===== config.mk =====
export PLATFORM = sky130hd
export DESIGN_NAME = keypad_scan_decode_fifo_top
export DESIGN_NICKNAME = d
export VERILOG_FILES = /design/src/hw/rtl/kpd_pkg.sv /design/src/hw/rtl/kpd_decode.sv /design/src/hw/rtl/kpd_fifo.sv /design/src/hw/rtl/keypad_scan_decode_fifo_top.sv
export VERILOG_INCLUDE_DIRS = /design/src /design/src/hw/rtl
export SDC_FILE = /design/constraint.sdc
export NUM_CORES = 1
export LEC_CHECK = 0
export BUFFER_PORTS_ARGS = -buffer_cell sky130_fd_sc_hd__buf_2
export CAP_MARGIN = 20
export CORE_MARGIN = 2
export CORE_UTILIZATION = 40
export DETAILED_ROUTE_END_ITERATION = 7
export PLACE_DENSITY = 0.57
export SLEW_MARGIN = 20
export SYNTH_ARGS = -nofsm -noshare
export SYNTH_HDL_FRONTEND = slang
export SYNTH_SLANG_ARGS = --single-unit

===== constraint.sdc =====
create_clock -name clk -period 3.3 [get_ports clk]
set_input_delay 0.825 -clock clk [delete_from_list [all_inputs] [get_ports clk]]
set_output_delay 0.825 -clock clk [all_outputs]
set_load 0.05 [all_outputs]

===== src/hw/rtl/assert_macros.svh =====
// assertion macros for the keypad scan blocks, used by the key queue
// no dependencies; include by bare file name
`ifndef ASSERT_MACROS_SVH
`define ASSERT_MACROS_SVH

`ifndef SYNTHESIS

// checked property, disabled while reset is asserted
`define KPD_ASSERT(lbl, clk, rst_n, prop) \
	lbl: assert property (@(posedge clk) disable iff (!(rst_n)) (prop)) \
		else $error("keypad assertion failed");

// checked property, also checked during reset
`define KPD_ASSERT_ALWAYS(lbl, clk, prop) \
	lbl: assert property (@(posedge clk) (prop)) \
		else $error("keypad assertion failed");

`else

`define KPD_ASSERT(lbl, clk, rst_n, prop)
`define KPD_ASSERT_ALWAYS(lbl, clk, prop)

`endif

`endif


===== src/hw/rtl/kpd_pkg.sv =====
// types, constants and key map for the keypad scan decoder with key queue
// no dependencies
package kpd_pkg;

	localparam int QUEUE_DEPTH = 4;
	localparam int PTR_W       = (QUEUE_DEPTH > 1) ? $clog2(QUEUE_DEPTH) : 1;
	localparam int CNT_W       = $clog2(QUEUE_DEPTH + 1);
	localparam int KEY_W       = 7;
	localparam int SAMPLE_W    = 16;
	localparam int FILL_W      = 3;

	typedef logic [KEY_W-1:0]    key_t;
	typedef logic [PTR_W-1:0]    ptr_t;
	typedef logic [CNT_W-1:0]    cnt_t;
	typedef logic [SAMPLE_W-1:0] sample_t;
	typedef logic [FILL_W-1:0]   fill_t;

	typedef enum logic {
		CMD_SCAN = 1'b0,
		CMD_POP  = 1'b1
	} cmd_t;

	localparam key_t NO_KEY = '0;

	// ascii per matrix position, index 4*row+col
	localparam key_t KEY_MAP [SAMPLE_W] = '{
		7'h44, 7'h23, 7'h30, 7'h2A,   // D # 0 *
		7'h43, 7'h39, 7'h38, 7'h37,   // C 9 8 7
		7'h42, 7'h36, 7'h35, 7'h34,   // B 6 5 4
		7'h41, 7'h33, 7'h32, 7'h31    // A 3 2 1
	};

	typedef struct packed {
		logic single;   // exactly one key pressed
		key_t key;      // ascii of that key, valid with single
	} scan_t;

	typedef struct packed {
		logic empty;
		logic full;
		key_t head;       // oldest stored key
		cnt_t count_nxt;  // fill count after this cycle's push or pop
	} fifo_stat_t;

	// result word, lowest field in the lowest bits
	typedef struct packed {
		logic [2:0] pad;
		fill_t      fill_level;
		logic       dropped;
		logic       pushed;
		logic       key_valid;
		key_t       key_char;
	} out_word_t;

endpackage


===== src/hw/rtl/kpd_decode.sv =====
// scan decode: single-press detect and ascii lookup of a 4x4 matrix sample
// depends on kpd_pkg
module kpd_decode (
	input  kpd_pkg::sample_t sample,
	output kpd_pkg::scan_t   scan
);
	import kpd_pkg::*;

	sample_t pressed;
	key_t    key_or;

	assign pressed = ~sample;

	// with one bit set the or of all mapped keys is that key
	always_comb begin
		key_or = NO_KEY;
		for (int b = 0; b < SAMPLE_W; b++) begin
			if (pressed[b]) begin
				key_or = key_or | KEY_MAP[b];
			end
		end
	end

	assign scan.single = (pressed != '0) && ((pressed & (pressed - sample_t'(1))) == '0);
	assign scan.key    = key_or;

endmodule


===== src/hw/rtl/kpd_fifo.sv =====
// key queue: register store with read and write pointers and fill count
// depends on kpd_pkg and assert_macros.svh
`include "assert_macros.svh"

module kpd_fifo (
	input  logic                clk,
	input  logic                arst_n,
	input  logic                push_en,
	input  logic                pop_en,
	input  kpd_pkg::key_t       push_data,
	output kpd_pkg::fifo_stat_t stat
);
	import kpd_pkg::*;

	key_t store_q [QUEUE_DEPTH];
	ptr_t rd_q;
	ptr_t wr_q;
	cnt_t count_q;

	function automatic ptr_t next_ptr(input ptr_t p);
		next_ptr = (p == ptr_t'(QUEUE_DEPTH - 1)) ? '0 : p + ptr_t'(1);
	endfunction

	always_ff @(posedge clk) begin
		if (push_en) begin
			store_q[wr_q] <= push_data;
		end
	end

	always_ff @(posedge clk or negedge arst_n) begin
		if (!arst_n) begin
			rd_q    <= '0;
			wr_q    <= '0;
			count_q <= '0;
		end else begin
			if (push_en) begin
				wr_q <= next_ptr(wr_q);
			end
			if (pop_en) begin
				rd_q <= next_ptr(rd_q);
			end
			count_q <= stat.count_nxt;
		end
	end

	always_comb begin
		stat.empty = (count_q == '0);
		stat.full  = (count_q == cnt_t'(QUEUE_DEPTH));
		stat.head  = store_q[rd_q];
		if (push_en && !pop_en) begin
			stat.count_nxt = count_q + cnt_t'(1);
		end else if (pop_en && !push_en) begin
			stat.count_nxt = count_q - cnt_t'(1);
		end else begin
			stat.count_nxt = count_q;
		end
	end

	`KPD_ASSERT(a_count_bound, clk, arst_n, count_q <= cnt_t'(QUEUE_DEPTH))
	`KPD_ASSERT(a_no_push_full, clk, arst_n, push_en |-> !stat.full)
	`KPD_ASSERT(a_no_pop_empty, clk, arst_n, pop_en |-> !stat.empty)
	`KPD_ASSERT(a_push_pop_excl, clk, arst_n, !(push_en && pop_en))
	`KPD_ASSERT(a_empty_ptrs, clk, arst_n, stat.empty |-> (rd_q == wr_q))

endmodule


===== src/hw/rtl/keypad_scan_decode_fifo_top.sv =====
// top level of the 4x4 keypad scan decoder with key queue
// depends on kpd_pkg, kpd_decode and kpd_fifo
//
// channel  dir  handshake            payload
// s_*      in   s_tvalid/s_tready    tdata = matrix_sample, tuser = cmd
// m_*      out  m_tvalid/m_tready    tdata = key_char, key_valid, pushed, dropped, fill_level
//
// one word accepted per cycle when the output side keeps up; a word passes the
// input register, then the result register, with decode and queue update between
// asynchronous reset clears valids, pointers, fill count and the last key;
// the key store itself is not cleared and is only read where the count covers it
// an output stall holds the result register and then the input register;
// s_tready follows m_tready in the same cycle so no word is lost or doubled
module keypad_scan_decode_fifo_top (
	input  logic        clk,
	input  logic        arst_n,
	input  logic        s_tvalid,
	output logic        s_tready,
	input  logic [15:0] s_tdata,   // [15:0] matrix_sample
	input  logic        s_tuser,   // [0] cmd
	output logic        m_tvalid,
	input  logic        m_tready,
	output logic [15:0] m_tdata    // [6:0] key_char, [7] key_valid, [8] pushed,
	                               // [9] dropped, [12:10] fill_level, [15:13] zero
);
	import kpd_pkg::*;

	// input register
	logic       valid_s1;
	cmd_t       cmd_s1;
	sample_t    sample_s1;

	// result register
	logic       out_valid_q;
	out_word_t  out_q;

	// last accepted single key, NO_KEY after release or multi-press
	key_t       prev_key_q;
	key_t       prev_key_nxt;

	scan_t      scan;
	fifo_stat_t stat;

	logic       advance;
	logic       push_c;
	logic       pop_c;
	logic       dropped_c;
	logic       key_valid_c;
	key_t       key_char_c;
	out_word_t  out_nxt;

	// stage 1 moves into the result register when that is free or being drained
	assign advance  = valid_s1 && (!out_valid_q || m_tready);
	assign s_tready = !valid_s1 || advance;

	always_ff @(posedge clk or negedge arst_n) begin
		if (!arst_n) begin
			valid_s1 <= 1'b0;
		end else if (s_tready) begin
			valid_s1 <= s_tvalid;
		end
	end

	always_ff @(posedge clk) begin
		if (s_tready && s_tvalid) begin
			cmd_s1    <= cmd_t'(s_tuser);
			sample_s1 <= s_tdata;
		end
	end

	kpd_decode u_decode (
		.sample (sample_s1),
		.scan   (scan)
	);

	// item decision: pop the head unless empty, or push a new single key, dropped when full
	always_comb begin
		push_c       = 1'b0;
		pop_c        = 1'b0;
		dropped_c    = 1'b0;
		key_valid_c  = 1'b0;
		key_char_c   = NO_KEY;
		prev_key_nxt = prev_key_q;
		unique case (cmd_s1)
			CMD_POP: begin
				if (!stat.empty) begin
					pop_c       = 1'b1;
					key_valid_c = 1'b1;
					key_char_c  = stat.head;
				end
			end
			CMD_SCAN: begin
				if (scan.single) begin
					// held key does nothing; a new one is stored or dropped
					if (scan.key != prev_key_q) begin
						prev_key_nxt = scan.key;
						if (stat.full) begin
							dropped_c = 1'b1;
						end else begin
							push_c = 1'b1;
						end
					end
				end else begin
					// release or several keys
					prev_key_nxt = NO_KEY;
				end
			end
			default: begin
			end
		endcase
	end

	kpd_fifo u_fifo (
		.clk       (clk),
		.arst_n    (arst_n),
		.push_en   (advance && push_c),
		.pop_en    (advance && pop_c),
		.push_data (scan.key),
		.stat      (stat)
	);

	always_comb begin
		out_nxt.pad        = '0;
		out_nxt.fill_level = fill_t'(stat.count_nxt);
		out_nxt.dropped    = dropped_c;
		out_nxt.pushed     = push_c;
		out_nxt.key_valid  = key_valid_c;
		out_nxt.key_char   = key_char_c;
	end

	always_ff @(posedge clk or negedge arst_n) begin
		if (!arst_n) begin
			out_valid_q <= 1'b0;
			prev_key_q  <= NO_KEY;
		end else begin
			if (advance) begin
				out_valid_q <= 1'b1;
				prev_key_q  <= prev_key_nxt;
			end else if (m_tready) begin
				out_valid_q <= 1'b0;
			end
		end
	end

	always_ff @(posedge clk) begin
		if (advance) begin
			out_q <= out_nxt;
		end
	end

	assign m_tvalid = out_valid_q;
	assign m_tdata  = out_q;

endmodule


Yosys cells after proc, flatten, opt, wreduce, memory -nomap -nowiden
Memory sizes are Yosys's and may differ from the RTL's. A register that Yosys moved wholly into a read port is not among the register bits. Cells that the tools add are included.

Register bits after elaboration: 39. Bits in latches: 0. Bits in writable memories: 28. Bits in read-only memories: 0. Input port bits: 21. Output and inout bits: 18. Word-level logic and storage cells: 81. Memories kept: 1.

Add/subtract/negate cells: 5. Multipliers: 0. Div/mod/pow operators: 0. Order comparisons: 0. Equal/unequal tests: 5. Shift-type cells: 0. Mux-type cells: 33. Bitwise gates (word level): 5. Reduce and logical (&&, ||, !) cells: 20.

Memory list: u_fifo.store_q (depth 4, width 7, rd ports 1, clocked after Yosys merged registers in 1, wr ports 1, line kpd_fifo.sv:15) `key_t store_q [QUEUE_DEPTH];`.

Operators with widths (number): 6-bit 2-to-1 mux (12); 7-bit 2-to-1 mux (6); 16-bit bitwise AND (1); 16-bit zero test (1); 16-bit inverter (1); 16-bit nonzero test (1); 16-bit by 1-bit subtractor with 16-bit output (second input constant) (1); 1-bit 2-to-1 mux (11); 1-bit logical AND (7); 7-bit != test (1); 3-bit 2-to-1 mux (2); 2-bit by 1-bit adder with 2-bit output (second input constant) (2); 2-bit equality test (second input constant) (2); 1-bit zero test (4); 2-bit 2-to-1 mux (2); 3-bit by 1-bit adder with 3-bit output (second input constant) (1); 3-bit equality test (second input constant) (1); 3-bit zero test (1); 1-bit inverter (3); 3-bit AND reduction (1); 3-bit OR reduction (1); 3-bit by 1-bit subtractor with 3-bit output (second input constant) (1); 1-bit logical OR (2); 2-bit by 1-bit != test with 1-bit output (second input constant) (1); 2 further kinds (2).

Logic depth before layout (Yosys ltp)
Gate-level depths: netlist (run 1).

Depth after elaboration: 26. Gate-level depth with buffers: 9. Depth with buffers taken out: 7.

Modules after synthesis
From an unflattened synthesis (run 1), not the netlist that was laid out.

Cell total of the unflattened synthesis: 208. Area, all modules: 3198.1 um2.

By module, submodules not included: keypad_scan_decode_fifo_top (times used 1, cells an instance 84, area an instance 1466.4 um2, sequential area each 1126.1 um2); kpd_fifo (times used 1, cells an instance 82, area an instance 1466.4 um2, sequential area each 1016.0 um2); kpd_decode (times used 1, cells an instance 42, area an instance 265.3 um2, sequential area each 0.0 um2).

Least setup slack after synthesis (run 1)
No wires, ideal clock.

Path kind: register to register. Start: register sample_s1[5]. End: memory u_fifo.store_q[3][0] (netlist name), enable pin. Library setup time: 0.326 ns. Data arrival time: 2.162 ns. Slack: 0.812 ns. Stages on the path, launching flop included: 8. Period minus slack after synthesis: 2.488 ns. Cells stage by stage: edfxtp_1 -> and4_1 -> and4_1 -> a31oi_1 -> or3b_1 -> nor4_4 -> buf_6 -> and2_1.

Cells in the longest elaborated chain, start to end: 19. Elaborated cells between the ends (all ways): 24.

Ends and longest elaborated chain: start: declaration (line keypad_scan_decode_fifo_top.sv:31) `sample_t sample_s1;`; start signal: assignment (line keypad_scan_decode_fifo_top.sv:67) `sample_s1 <= s_tdata;`; 16-bit inverter (*) (line kpd_decode.sv:12) `assign pressed = ~sample;`; 6-bit 2-to-1 mux (3 in series) (line kpd_decode.sv:18) `if (pressed[b]) begin`; 7-bit 2-to-1 mux (line kpd_decode.sv:18); 6-bit 2-to-1 mux (3 in series) (line kpd_decode.sv:18); 7-bit 2-to-1 mux (line kpd_decode.sv:18); 6-bit 2-to-1 mux (3 in series) (line kpd_decode.sv:18); 7-bit != test (line keypad_scan_decode_fifo_top.sv:95) `if (scan.key != prev_key_q) begin`; 1-bit 2-to-1 mux (line keypad_scan_decode_fifo_top.sv:95); 1-bit 2-to-1 mux (*) (line keypad_scan_decode_fifo_top.sv:93) `if (scan.single) begin`; 1-bit 2-to-1 mux (*) (line keypad_scan_decode_fifo_top.sv:84) `unique case (cmd_s1)`; 1-bit logical AND (*) (line keypad_scan_decode_fifo_top.sv:116) `.push_en (advance && push_c),`; 1-bit 2-to-1 mux (*) (line kpd_fifo.sv:25) `if (push_en) begin`; 1-bit 2-to-1 mux (implied by the code) (*) (line kpd_fifo.sv:26) `store_q[wr_q] <= push_data;`; end: declaration (line kpd_fifo.sv:15).

Every way passes the cells marked *; elsewhere a longest branch is shown, timed or not.

Final worst setup path (run 1)
Start: register sample_s1[4]. End: memory u_fifo.store_q[3][0] (netlist name), enable pin.

Cells in the longest elaborated chain, start to end: 20. Elaborated cells between the ends (all ways): 25.

Ends and longest elaborated chain (line): 16-bit inverter (*) (kpd_decode.sv:12); 7-bit 2-to-1 mux (kpd_decode.sv:18); 6-bit 2-to-1 mux (3 in series) (kpd_decode.sv:18); 7-bit 2-to-1 mux (kpd_decode.sv:18); 6-bit 2-to-1 mux (3 in series) (kpd_decode.sv:18); 7-bit 2-to-1 mux (kpd_decode.sv:18); 6-bit 2-to-1 mux (3 in series) (kpd_decode.sv:18); 7-bit != test (keypad_scan_decode_fifo_top.sv:95); 1-bit 2-to-1 mux (keypad_scan_decode_fifo_top.sv:95); 1-bit 2-to-1 mux (*) (keypad_scan_decode_fifo_top.sv:93); 1-bit 2-to-1 mux (*) (keypad_scan_decode_fifo_top.sv:84); 1-bit logical AND (*) (keypad_scan_decode_fifo_top.sv:116); 1-bit 2-to-1 mux (*) (kpd_fifo.sv:25); 1-bit 2-to-1 mux (implied by the code) (*) (kpd_fifo.sv:26).

Marks and branches as above.

==> results of run 1 <==
==> area by class of cell <==
type	instances	area, um^2
Multi-Input combinational cell	136	1066
Clock inverter	6	65.06
Fill cell	761	4337
Sequential cell	74	2142
Inverter	9	33.78
Clock buffer	10	127.6
Tap cell	105	131.4
Timing Repair Buffer	37	190.2
==> cell usage after synthesis, drive strengths merged, types with 2 or more instances <==
cell / count
inv: 9
xnor2: 3
nor2b: 8
xor2: 3
a21oi: 3
mux4: 7
edfxtp: 58
nand2: 13
clkbuf: 2
nor3: 4
nor4: 2
nand4: 6
and4: 4
and3: 3
o21bai: 2
ha: 8
buf: 5
nor2: 10
or3b: 2
o21ai: 8
or2: 2
or3: 2
mux2: 3
a22oi: 2
nand2b: 3
nand3: 7
dfrtp: 16
a22o: 7
and2: 6
a31oi: 4
==> worst max-delay path by stage <==
| stage | start | to | slack (ns) | depth (start not counted) |
|---|---|---|---|---|
| finish | sample_s1[4] | u_fifo.store_q[3][0] | 0.56 | 7 |
| detailed placement | sample_s1[7] | u_fifo.store_q[3][0] | 0.54 | 7 |
| global route | sample_s1[5] | u_fifo.store_q[3][0] | 0.36 | 7 |
| CTS | sample_s1[7] | u_fifo.store_q[3][0] | 0.53 | 7 |
| floorplan | sample_s1[5] | u_fifo.store_q[3][0] | 0.81 | 7 |
| global placement | sample_s1[5] | u_fifo.store_q[3][0] | 0.61 | 7 |
==> sequential cells by signal (all words and copies together), names as in the netlist <==
name            count
u_fifo.rd_q         2
u_fifo.count_q      3
prev_key_q          7
u_fifo.store_q     28
sample_s1          16
m_tvalid            1
m_tdata            13
valid_s1            1
u_fifo.wr_q         2
cmd_s1              1
==> stage by stage <==
step	power, mW	utilization (%)	std cells	area (um^2)
finish	2.297	46.41	377	3756
global route	2.433	46.41	377	3756
CTS	2.334	46.41	377	3756
detailed placement	1.643	44.03	361	3563
global placement	1.633	44.03	361	3563
floorplan	1.541	-	226	3288
==> per-layer routing <==
metal	vias up	share of wire, %	track usage, %
li1	932	-	-
met1	926	44	16.97
met2	41	51	23.69
met3	13	3.2	4.389
met4	0	2.2	5.676
met5	-	0	0
==> power breakdown <==
group / switching, mW / internal (mW)
combinational: 0.244 / 0.173
clock: 0.332 / 0.351
sequential: 0.0966 / 1.10
==> cell families after synthesis <==
logic type / Yosys count
AO/OA/AOI/OAI: 31
XOR/XNOR: 6
adder cells (fa/ha/maj): 9
buffers and inverters: 16
flip-flops: 74
multiplexers: 11
other: 1
AND/OR/NAND/NOR: 76
==> worst reg2reg max path, cell delays in order, from the launching register on <==
cell and delay [ns]:
edfxtp_1 0.50, and4_1 0.26, and4_1 0.20, a31oi_1 0.22, or3b_1 0.42, nor4_4 0.25, buf_4 0.20, and2_1 0.36
==> impl_metrics.env, run 1 <==
export IMPL_port_buffers=35
export IMPL_final_common_cell="edfxtp_1"
export IMPL_cts_tree="yes"
export IMPL_tightest_slew_ns=0.7056
export IMPL_htree_levels=3
export IMPL_synth_warnings=0
export IMPL_synthXorXnorAreaFrac_pct=1.831
export IMPL_ys_types=54
export IMPL_worstReg2RegStart="sample_s1[4]"
export IMPL_drt_pass1_iterations=4
export IMPL_postSynthAreaPerCell_um2=14.65
export IMPL_placementRows=33
export IMPL_drc=0
export IMPL_tns_ns=0
export IMPL_routed_wl_um=5623
export IMPL_critPathKind="flop to flop"
export IMPL_cpLargestDelayFamily="simple AND/OR/NAND/NOR gates"
export IMPL_power_density_nw_per_um2=611.5
export IMPL_final_cell_mix="58 x edfxtp_1, 35 x buf_2, 16 x dfrtp_1, 13 x nand2_1"
export IMPL_grt_pass1_wl_um=9411
export IMPL_ios=39
export IMPL_path_buf_inv=1
export IMPL_core_um2=8093
export IMPL_dieArea_um2=8942
export IMPL_cp_common_cell="and4_1"
export IMPL_drtIter0Drc=72
export IMPL_cap_violations=0
export IMPL_numCtsBuffers=9
export IMPL_crit_fanout=12
export IMPL_area_delta_synth_final_pct=14.49
export IMPL_fmax_mhz=364.8
export IMPL_p_leak_nw=1.337
export IMPL_period_minus_slack_ns=2.741
export IMPL_fp_dieH_um=94.56
export IMPL_ys_flop_type="edfxtp_1"
export IMPL_ant_nets=0
export IMPL_synth_simple_area_share_pct=14.15
export IMPL_gp_congestion=0.7483
export IMPL_clock_sinks=74
export IMPL_grt_pass1_vias=1904
export IMPL_start_kind="flop"
export IMPL_drive_gt1_share_pct=26.10
export IMPL_r2r_cells=7
export IMPL_final_hold_viol_count=0
export IMPL_post_drt_via_cell_ratio=5.072
export IMPL_gr_usage_all_layers_pct=14.11
export IMPL_die_x_um=94.56
export IMPL_synth_mux_area_fraction_pct=6.140
export IMPL_synth_top_family_by_area="simple AND/OR/NAND/NOR gates"
export IMPL_r2r_setup_slack_ns=0.56
export IMPL_worst_hold_slack_ns=0.3991
export IMPL_run_status="complete, no violations"
export IMPL_worstReg2RegEnd="u_fifo.store_q[3][0]"
export IMPL_synth_compound_area_share_pct=6.674
export IMPL_rsz0062_at_grt="false"
export IMPL_cts_clk_slew_worst_paths_ns=0.08
export IMPL_cts_root_buf="clkbuf_8"
export IMPL_setup_violations=0
export IMPL_path_cells="and4_1 -> and4_1 -> a31oi_1 -> or3b_1 -> nor4_4 -> buf_4 -> and2_1"
export IMPL_yosysTopAreaCell="edfxtp_1"
export IMPL_cp_slowest_cell="edfxtp_1"
export IMPL_syn_area_um2=3281
export IMPL_vias=1912
export IMPL_synth_top_area_share_pct=53.09
export IMPL_final_setup_worst_slack_ns=0.5588
export IMPL_ir_worst_vdd_uv=250.2
export IMPL_postCtsSetupBuffers=0
export IMPL_post_cts_resized=0
export IMPL_slew_viol_final=0
export IMPL_initial_core_util_pct=40.54
export IMPL_required_ns=3.31
export IMPL_final_nets=296
export IMPL_synth_area_top_cells="edfxtp_1 53%, dfrtp_1 12%, mux4_2 4.8%"
export IMPL_clk_path_buf_depth=2
export IMPL_synth_edff_count=58
export IMPL_grt_max_degree=18
export IMPL_max_stage_delay_ns=0.50
export IMPL_netlist_instances=224
export IMPL_synth_fa_ha_area_share_pct=3.356
export IMPL_arrival_ns=2.75
export IMPL_place_ws_ns=0.5390
export IMPL_end_kind="flop"
export IMPL_ys_seq_area_share_pct=65.29
export IMPL_hp_class="primary input to asynchronous set/reset pin"
export IMPL_fin_crit_sh_pct=83.07
export IMPL_cts_hold_buffers=0
export IMPL_finalClockSkew_ns=0.01082
export IMPL_async_flop_share_pct=21.62
export IMPL_antenna_found_initial=0
export IMPL_worstSkewPairLatency_ns=0.34
export IMPL_dp_hpwl_um=4170
export IMPL_n_antenna_cell=0
export IMPL_wl_per_cell_um=14.92
export IMPL_relSlewSlack_pct=52.96
export IMPL_ys_seq_elements=74
export IMPL_grt_overflow=0
Note: power is estimated with default switching activity, not from simulation.
==> run 2: changes to the inputs <==
--- a/config.mk
+++ b/config.mk
@@ -11,7 +11,7 @@
 export CORE_MARGIN = 2
 export CORE_UTILIZATION = 40
 export DETAILED_ROUTE_END_ITERATION = 7
-export PLACE_DENSITY = 0.57
+export PLACE_DENSITY = 0.6
 export SLEW_MARGIN = 20
 export SYNTH_ARGS = -nofsm -noshare
 export SYNTH_HDL_FRONTEND = slang
==> constraint.sdc (replaced) <==
create_clock -name clk -period 2.4 [get_ports clk]
set_input_delay 0.6 -clock clk [delete_from_list [all_inputs] [get_ports clk]]
set_output_delay 0.6 -clock clk [all_outputs]
set_load 0.05 [all_outputs]
==> run 2 against run 1 <==
Against the previous run:
- the flow now finishes with violations (negative setup slack)
- first-iteration DRC count grew 50%
- global-route usage shrank 0.22 points
- flip-flop and latch count is the same
- cell count grew 6.1%
- total power grew 39%
- sequential share of layout area shrank 2.8 points
- register-to-register slack lost 0.59 ns
- via count grew 2.3%
- count of clock-buffer cells in the layout shrank 1
- design area grew 5.2%
- critical endpoint is now m_tdata[11]
- largest cell class unchanged
- highest routed layer unchanged
==> impl_metrics.env, run 2 (same netlist as run 1, synthesis figures left out) <==
export IMPL_arrival_ns=2.52
export IMPL_slew_viol_final=0
export IMPL_setup_violations=4
export IMPL_final_hold_viol_count=0
export IMPL_final_cell_area_um2=3950
export IMPL_cts_root_buf="clkbuf_8"
export IMPL_placed_area_um2=3736
export IMPL_cap_violations=0
export IMPL_grt_pass1_vias=1938
export IMPL_drtIter0Drc=108
export IMPL_fin_crit_sh_pct=101.1
export IMPL_p_leak_nw=1.456
export IMPL_crit_fanout=8
export IMPL_fillers=713
export IMPL_largest_reg_flops=28
export IMPL_fmax_mhz=412.2
export IMPL_vias=1956
export IMPL_antenna_found_initial=0
export IMPL_worstReg2RegEnd="m_tdata[11]"
export IMPL_grt_pass1_wl_um=9280
export IMPL_placementRows=33
export IMPL_n_antenna_cell=0
export IMPL_run_status="finished, violations left"
export IMPL_rsz0062_at_grt="true"
export IMPL_drive_gt1_share_pct=34.58
export IMPL_core_um2=8093
export IMPL_fp_dieH_um=94.56
export IMPL_wl_per_cell_um=13.86
export IMPL_power_density_nw_per_um2=807.2
export IMPL_routed_wl_um=5544
export IMPL_violations="negative setup slack"
export IMPL_final_nets=319
export IMPL_dp_cells=383
export IMPL_grt_max_degree=18
export IMPL_clk_path_buf_depth=2
export IMPL_clock_sinks=74
export IMPL_area_delta_synth_final_pct=20.40
export IMPL_worstSkewPairLatency_ns=0.35
export IMPL_ir_worst_vdd_uv=271.3
export IMPL_instances_no_fill=400
export IMPL_start_kind="flop"
export IMPL_relSlewSlack_pct=52.35
export IMPL_crit_start="sample_s1[2]"
export IMPL_ios=39
export IMPL_gp_congestion=0.8402
export IMPL_p_total_mw=3.188
export IMPL_required_ns=2.50
export IMPL_ant_nets=0
export IMPL_initial_core_util_pct=40.54
export IMPL_final_common_cell="edfxtp_1"
export IMPL_cts_clk_slew_worst_paths_ns=0.08
export IMPL_post_drt_via_cell_ratio=4.890
export IMPL_end_kind="flop"
export IMPL_critPathKind="flop to flop"
export IMPL_dp_hpwl_um=4113
export IMPL_r2r_cells=8
export IMPL_hp_class="primary input to asynchronous set/reset pin"
export IMPL_gr_usage_all_layers_pct=13.89
export IMPL_grt_overflow=0
export IMPL_final_core_util_pct=48.81
export IMPL_finalClockSkew_ns=0.005728
export IMPL_cts_tree="yes"
export IMPL_drc=0
export IMPL_worstReg2RegStart="sample_s1[2]"
export IMPL_r2r_setup_slack_ns=-0.03
export IMPL_top_register="u_fifo.store_q"
export IMPL_final_cell_mix="58 x edfxtp_1, 35 x buf_2, 24 x buf_4, 16 x dfrtp_1, 13 x nand2_1"
export IMPL_numCtsBuffers=9
export IMPL_drt_pass1_iterations=4
export IMPL_port_buffers=35
export IMPL_period_minus_slack_ns=2.426
export IMPL_die_x_um=94.56
export IMPL_dieArea_um2=8942
export IMPL_tightest_slew_ns=0.7147
export IMPL_final_setup_worst_slack_ns=-0.02626
export IMPL_htree_levels=3
==> run 2: per-stage QoR <==
step,hold slack [ns],TNS [ns],worst slack [ns]
after floorplan,0.3044,-0.3841,-0.01372
after global placement,0.4671,-0.7532,-0.05839
after detailed placement,0.4787,-1.603,-0.09362
after CTS,0.1541,-0.9967,-0.07102
after global routing,0.1720,-2.915,-0.1387
final,0.1564,-0.04406,-0.02626
==> run 2: per-layer routing <==
metal | vias up | track usage [%] | wire [um]
met4 | 0 | 7.609 | 113
met3 | 10 | 3.113 | 191
met1 | 925 | 17.35 | 2531
met2 | 42 | 22.50 | 2707
met5 | - | 0 | 0
li1 | 979 | - | -
==> run 2: worst max path at each step <==
stage / to / slack, ns / depth (start not counted)
4_1_cts: m_tdata[11] / -0.07 / 8
3_3_place_gp: m_tdata[11] / -0.06 / 8
6_report: m_tdata[11] / -0.03 / 8
5_1_grt: m_tdata[11] / -0.14 / 8
2_1_floorplan: u_fifo.store_q[3][0] / -0.01 / 7
3_5_place_dp: m_tdata[11] / -0.09 / 8
==> run 2: layout make-up <==
class,instances,area (um^2),share of cell area (%)
clock buffers,9,123.9,3.136
clock inverters,7,70.07,1.774
inverters,9,33.78,0.8552
multi-input cells,136,1082,27.40
flip-flops and latches,74,2142,54.23
well taps,105,131.4,3.326
repair buffers,60,366.6,9.281
==> run 2: what timing repair did <==
item                       4_1_cts  5_1_grt
setup endpoints to repair       31       34
hold buffers                     0        0
buffers inserted                 0        1
pin swaps                        1        2
resized for setup                1        2
==> run 2: where the power goes <==
part	total, mW	internal (mW)	switching [mW]	leakage (nW)
logic	0.609	0.260	0.349	0.675
clock network	0.948	0.477	0.470	0.0990
registers	1.63	1.51	0.120	0.682
total	3.19	2.25	0.939	1.46
==> run 2: worst max-delay path, cell delays in order (launching register included) <==
cell,delay (ns)
edfxtp_1,0.39
and4_1,0.22
and4_1,0.21
a31oi_2,0.19
or3b_4,0.42
nor4_4,0.27
buf_6,0.16
nor2_2,0.03
o32a_1,0.29
==> run 3: changes to the inputs <==
--- a/config.mk
+++ b/config.mk
@@ -11,7 +11,7 @@
 export CORE_MARGIN = 2
 export CORE_UTILIZATION = 40
 export DETAILED_ROUTE_END_ITERATION = 7
-export PLACE_DENSITY = 0.6
+export PLACE_DENSITY = 0.54
 export SLEW_MARGIN = 20
 export SYNTH_ARGS = -nofsm -noshare
 export SYNTH_HDL_FRONTEND = slang
==> constraint.sdc (replaced) <==
create_clock -name clk -period 2.55 [get_ports clk]
set_input_delay 0.6375 -clock clk [delete_from_list [all_inputs] [get_ports clk]]
set_output_delay 0.6375 -clock clk [all_outputs]
set_load 0.05 [all_outputs]
==> run 3 against run 2 <==
Against the previous run:
- the run now ends clean
- clock skew increased by 0.0030 ns
- wire length grew 9.9%
- combinational power shrank 5.7%
- design area is 0.73% higher
- setup slack better by 0.068 ns
- first-iteration DRC count fell by 36%
- die area did not move
- maximum frequency down 3.3%
- critical endpoint unchanged
- clock power shrank 4.6%
- count of clock-buffer cells in the layout up 1
- non-clock buffer count is 1 higher
- hold slack improved by 0.044 ns
==> impl_metrics.env, run 3 (same netlist as run 1, synthesis figures left out) <==
export IMPL_final_cell_mix="58 x edfxtp_1, 36 x buf_2, 21 x buf_4, 16 x dfrtp_1, 12 x nand2_1"
export IMPL_setup_violations=0
export IMPL_ios=39
export IMPL_required_ns=2.65
export IMPL_port_buffers=35
export IMPL_antenna_found_initial=0
export IMPL_worstSkewPairLatency_ns=0.36
export IMPL_cap_violations=0
export IMPL_instances_no_fill=401
export IMPL_cp_slowest_cell="edfxtp_1"
export IMPL_ir_worst_vdd_uv=393.3
export IMPL_start_kind="flop"
export IMPL_max_stage_delay_ns=0.51
export IMPL_drt_pass1_iterations=4
export IMPL_fin_crit_sh_pct=98.35
export IMPL_fp_dieH_um=94.56
export IMPL_cts_clk_slew_worst_paths_ns=0.08
export IMPL_clk_path_buf_depth=2
export IMPL_grt_pass1_vias=1988
export IMPL_run_status="complete, no violations"
export IMPL_wl_per_cell_um=15.19
export IMPL_cts_root_buf="clkbuf_8"
export IMPL_drtIter0Drc=69
export IMPL_dieArea_um2=8942
export IMPL_dp_hpwl_um=4379
export IMPL_critPathKind="flop to flop"
export IMPL_dp_cells=381
export IMPL_gr_usage_all_layers_pct=14.95
export IMPL_tightest_slew_ns=0.6943
export IMPL_rsz0062_at_grt="true"
export IMPL_crit_fanout=6
export IMPL_p_leak_nw=1.457
export IMPL_numCtsBuffers=9
export IMPL_cts_hold_buffers=0
export IMPL_post_drt_via_cell_ratio=4.973
export IMPL_initial_core_util_pct=40.54
export IMPL_arrival_ns=2.61
export IMPL_routed_wl_um=6093
export IMPL_clock_sinks=74
export IMPL_place_ws_ns=-0.05706
export IMPL_top_register="u_fifo.store_q"
export IMPL_n_antenna_cell=0
export IMPL_vias=1994
export IMPL_final_core_util_pct=49.17
export IMPL_htree_levels=3
export IMPL_period_minus_slack_ns=2.508
export IMPL_slew_viol_final=0
export IMPL_cts_tree="yes"
export IMPL_relSlewSlack_pct=53.71
export IMPL_grt_pass1_wl_um=9735
export IMPL_gp_congestion=0.8093
export IMPL_hp_class="primary input to asynchronous set/reset pin"
export IMPL_power_density_nw_per_um2=759.1
export IMPL_core_um2=8093
export IMPL_drc=0
export IMPL_ant_nets=0
export IMPL_fmax_mhz=398.7
export IMPL_placementRows=33
export IMPL_final_setup_worst_slack_ns=0.04202
export IMPL_grt_overflow=0
export IMPL_final_common_cell="edfxtp_1"
export IMPL_grt_max_degree=18
export IMPL_finalClockSkew_ns=0.008774
export IMPL_die_x_um=94.56
export IMPL_p_total_mw=3.020
export IMPL_end_kind="flop"
export IMPL_area_delta_synth_final_pct=21.28
export IMPL_final_hold_viol_count=0
export IMPL_drive_gt1_share_pct=34.12
export IMPL_final_nets=320
export IMPL_path_cells="nand3_2 -> nor3_2 -> mux2_1 -> or3b_4 -> nor4_4 -> buf_6 -> nor2_1 -> o32a_1"
export IMPL_largest_reg_flops=28
## run 3: cell types whose count changed in the layout (fill, tap and decap cells not counted), sizes merged
cell,delta
clkinvlp,+1
buf,+1
clkbuf,+1
inv,+1
clkinv,-3
## run 3: area by class of cell
class,count,area [um^2]
inverter,9,33.78
clock buffer,10,127.6
fill,735,4114
tap,105,131.4
sequential,74,2142
clock inverter,6,66.31
multi-input combinational,136,1086
timing repair buffer,61,391.6
## run 3: report_power, final
part | switching (mW) | total [mW] | internal [mW]
clock network | 0.450 | 0.904 | 0.454
registers | 0.119 | 1.54 | 1.42
logic | 0.329 | 0.574 | 0.245
total | 0.898 | 3.02 | 2.12
## run 3: repair_timing
action,CTS,global route
gates cloned,0,1
resized for setup,3,9
setup buffers,0,3
endpoints found under the setup margin,21,30
pin swaps,0,3
## run 3: routing by layer
layer	wire [um]	track usage (%)	up-vias
met5	0	0	-
met4	127	6.643	0
met3	253	4.789	10
met2	3119	25.00	44
met1	2592	17.69	959
li1	-	-	981
## run 3: critical path: cells and delay by family, from the launching register on
kind                   cells  cell delay [ns]
multiplexers               1             0.18
buffers and inverters      1             0.15
AND/OR/NAND/NOR            5             1.12
flip-flops                 1             0.51
AO/OA/AOI/OAI              1             0.30
## run 3: final timing paths
path / end / startpoint / slack (ns) / cells past startpoint
max reg2reg: m_tdata[11] / sample_s1[1] / 0.04 / 8
max in group asynchronous: u_fifo.rd_q[1] / arst_n / 2.05 / 1
min reg2reg: m_tvalid / valid_s1 / 0.51 / 1
max: m_tdata[11] / sample_s1[1] / 0.04 / 8
min: prev_key_q[2] / arst_n / 0.20 / 1
min in group clk: sample_s1[1] / s_tdata[1] / 0.45 / 1
## run 3: stage by stage
stage                     instance area, um^2  hold slack (ns)  TNS [ns]
after floorplan                          3288           0.3419         0
after global placement                   3726           0.4671         0
after detailed placement                 3726           0.5035   -0.8930
after CTS                                3924           0.2082         0
after global routing                     3979           0.2139   -0.8169
final                                    3979           0.2002         0
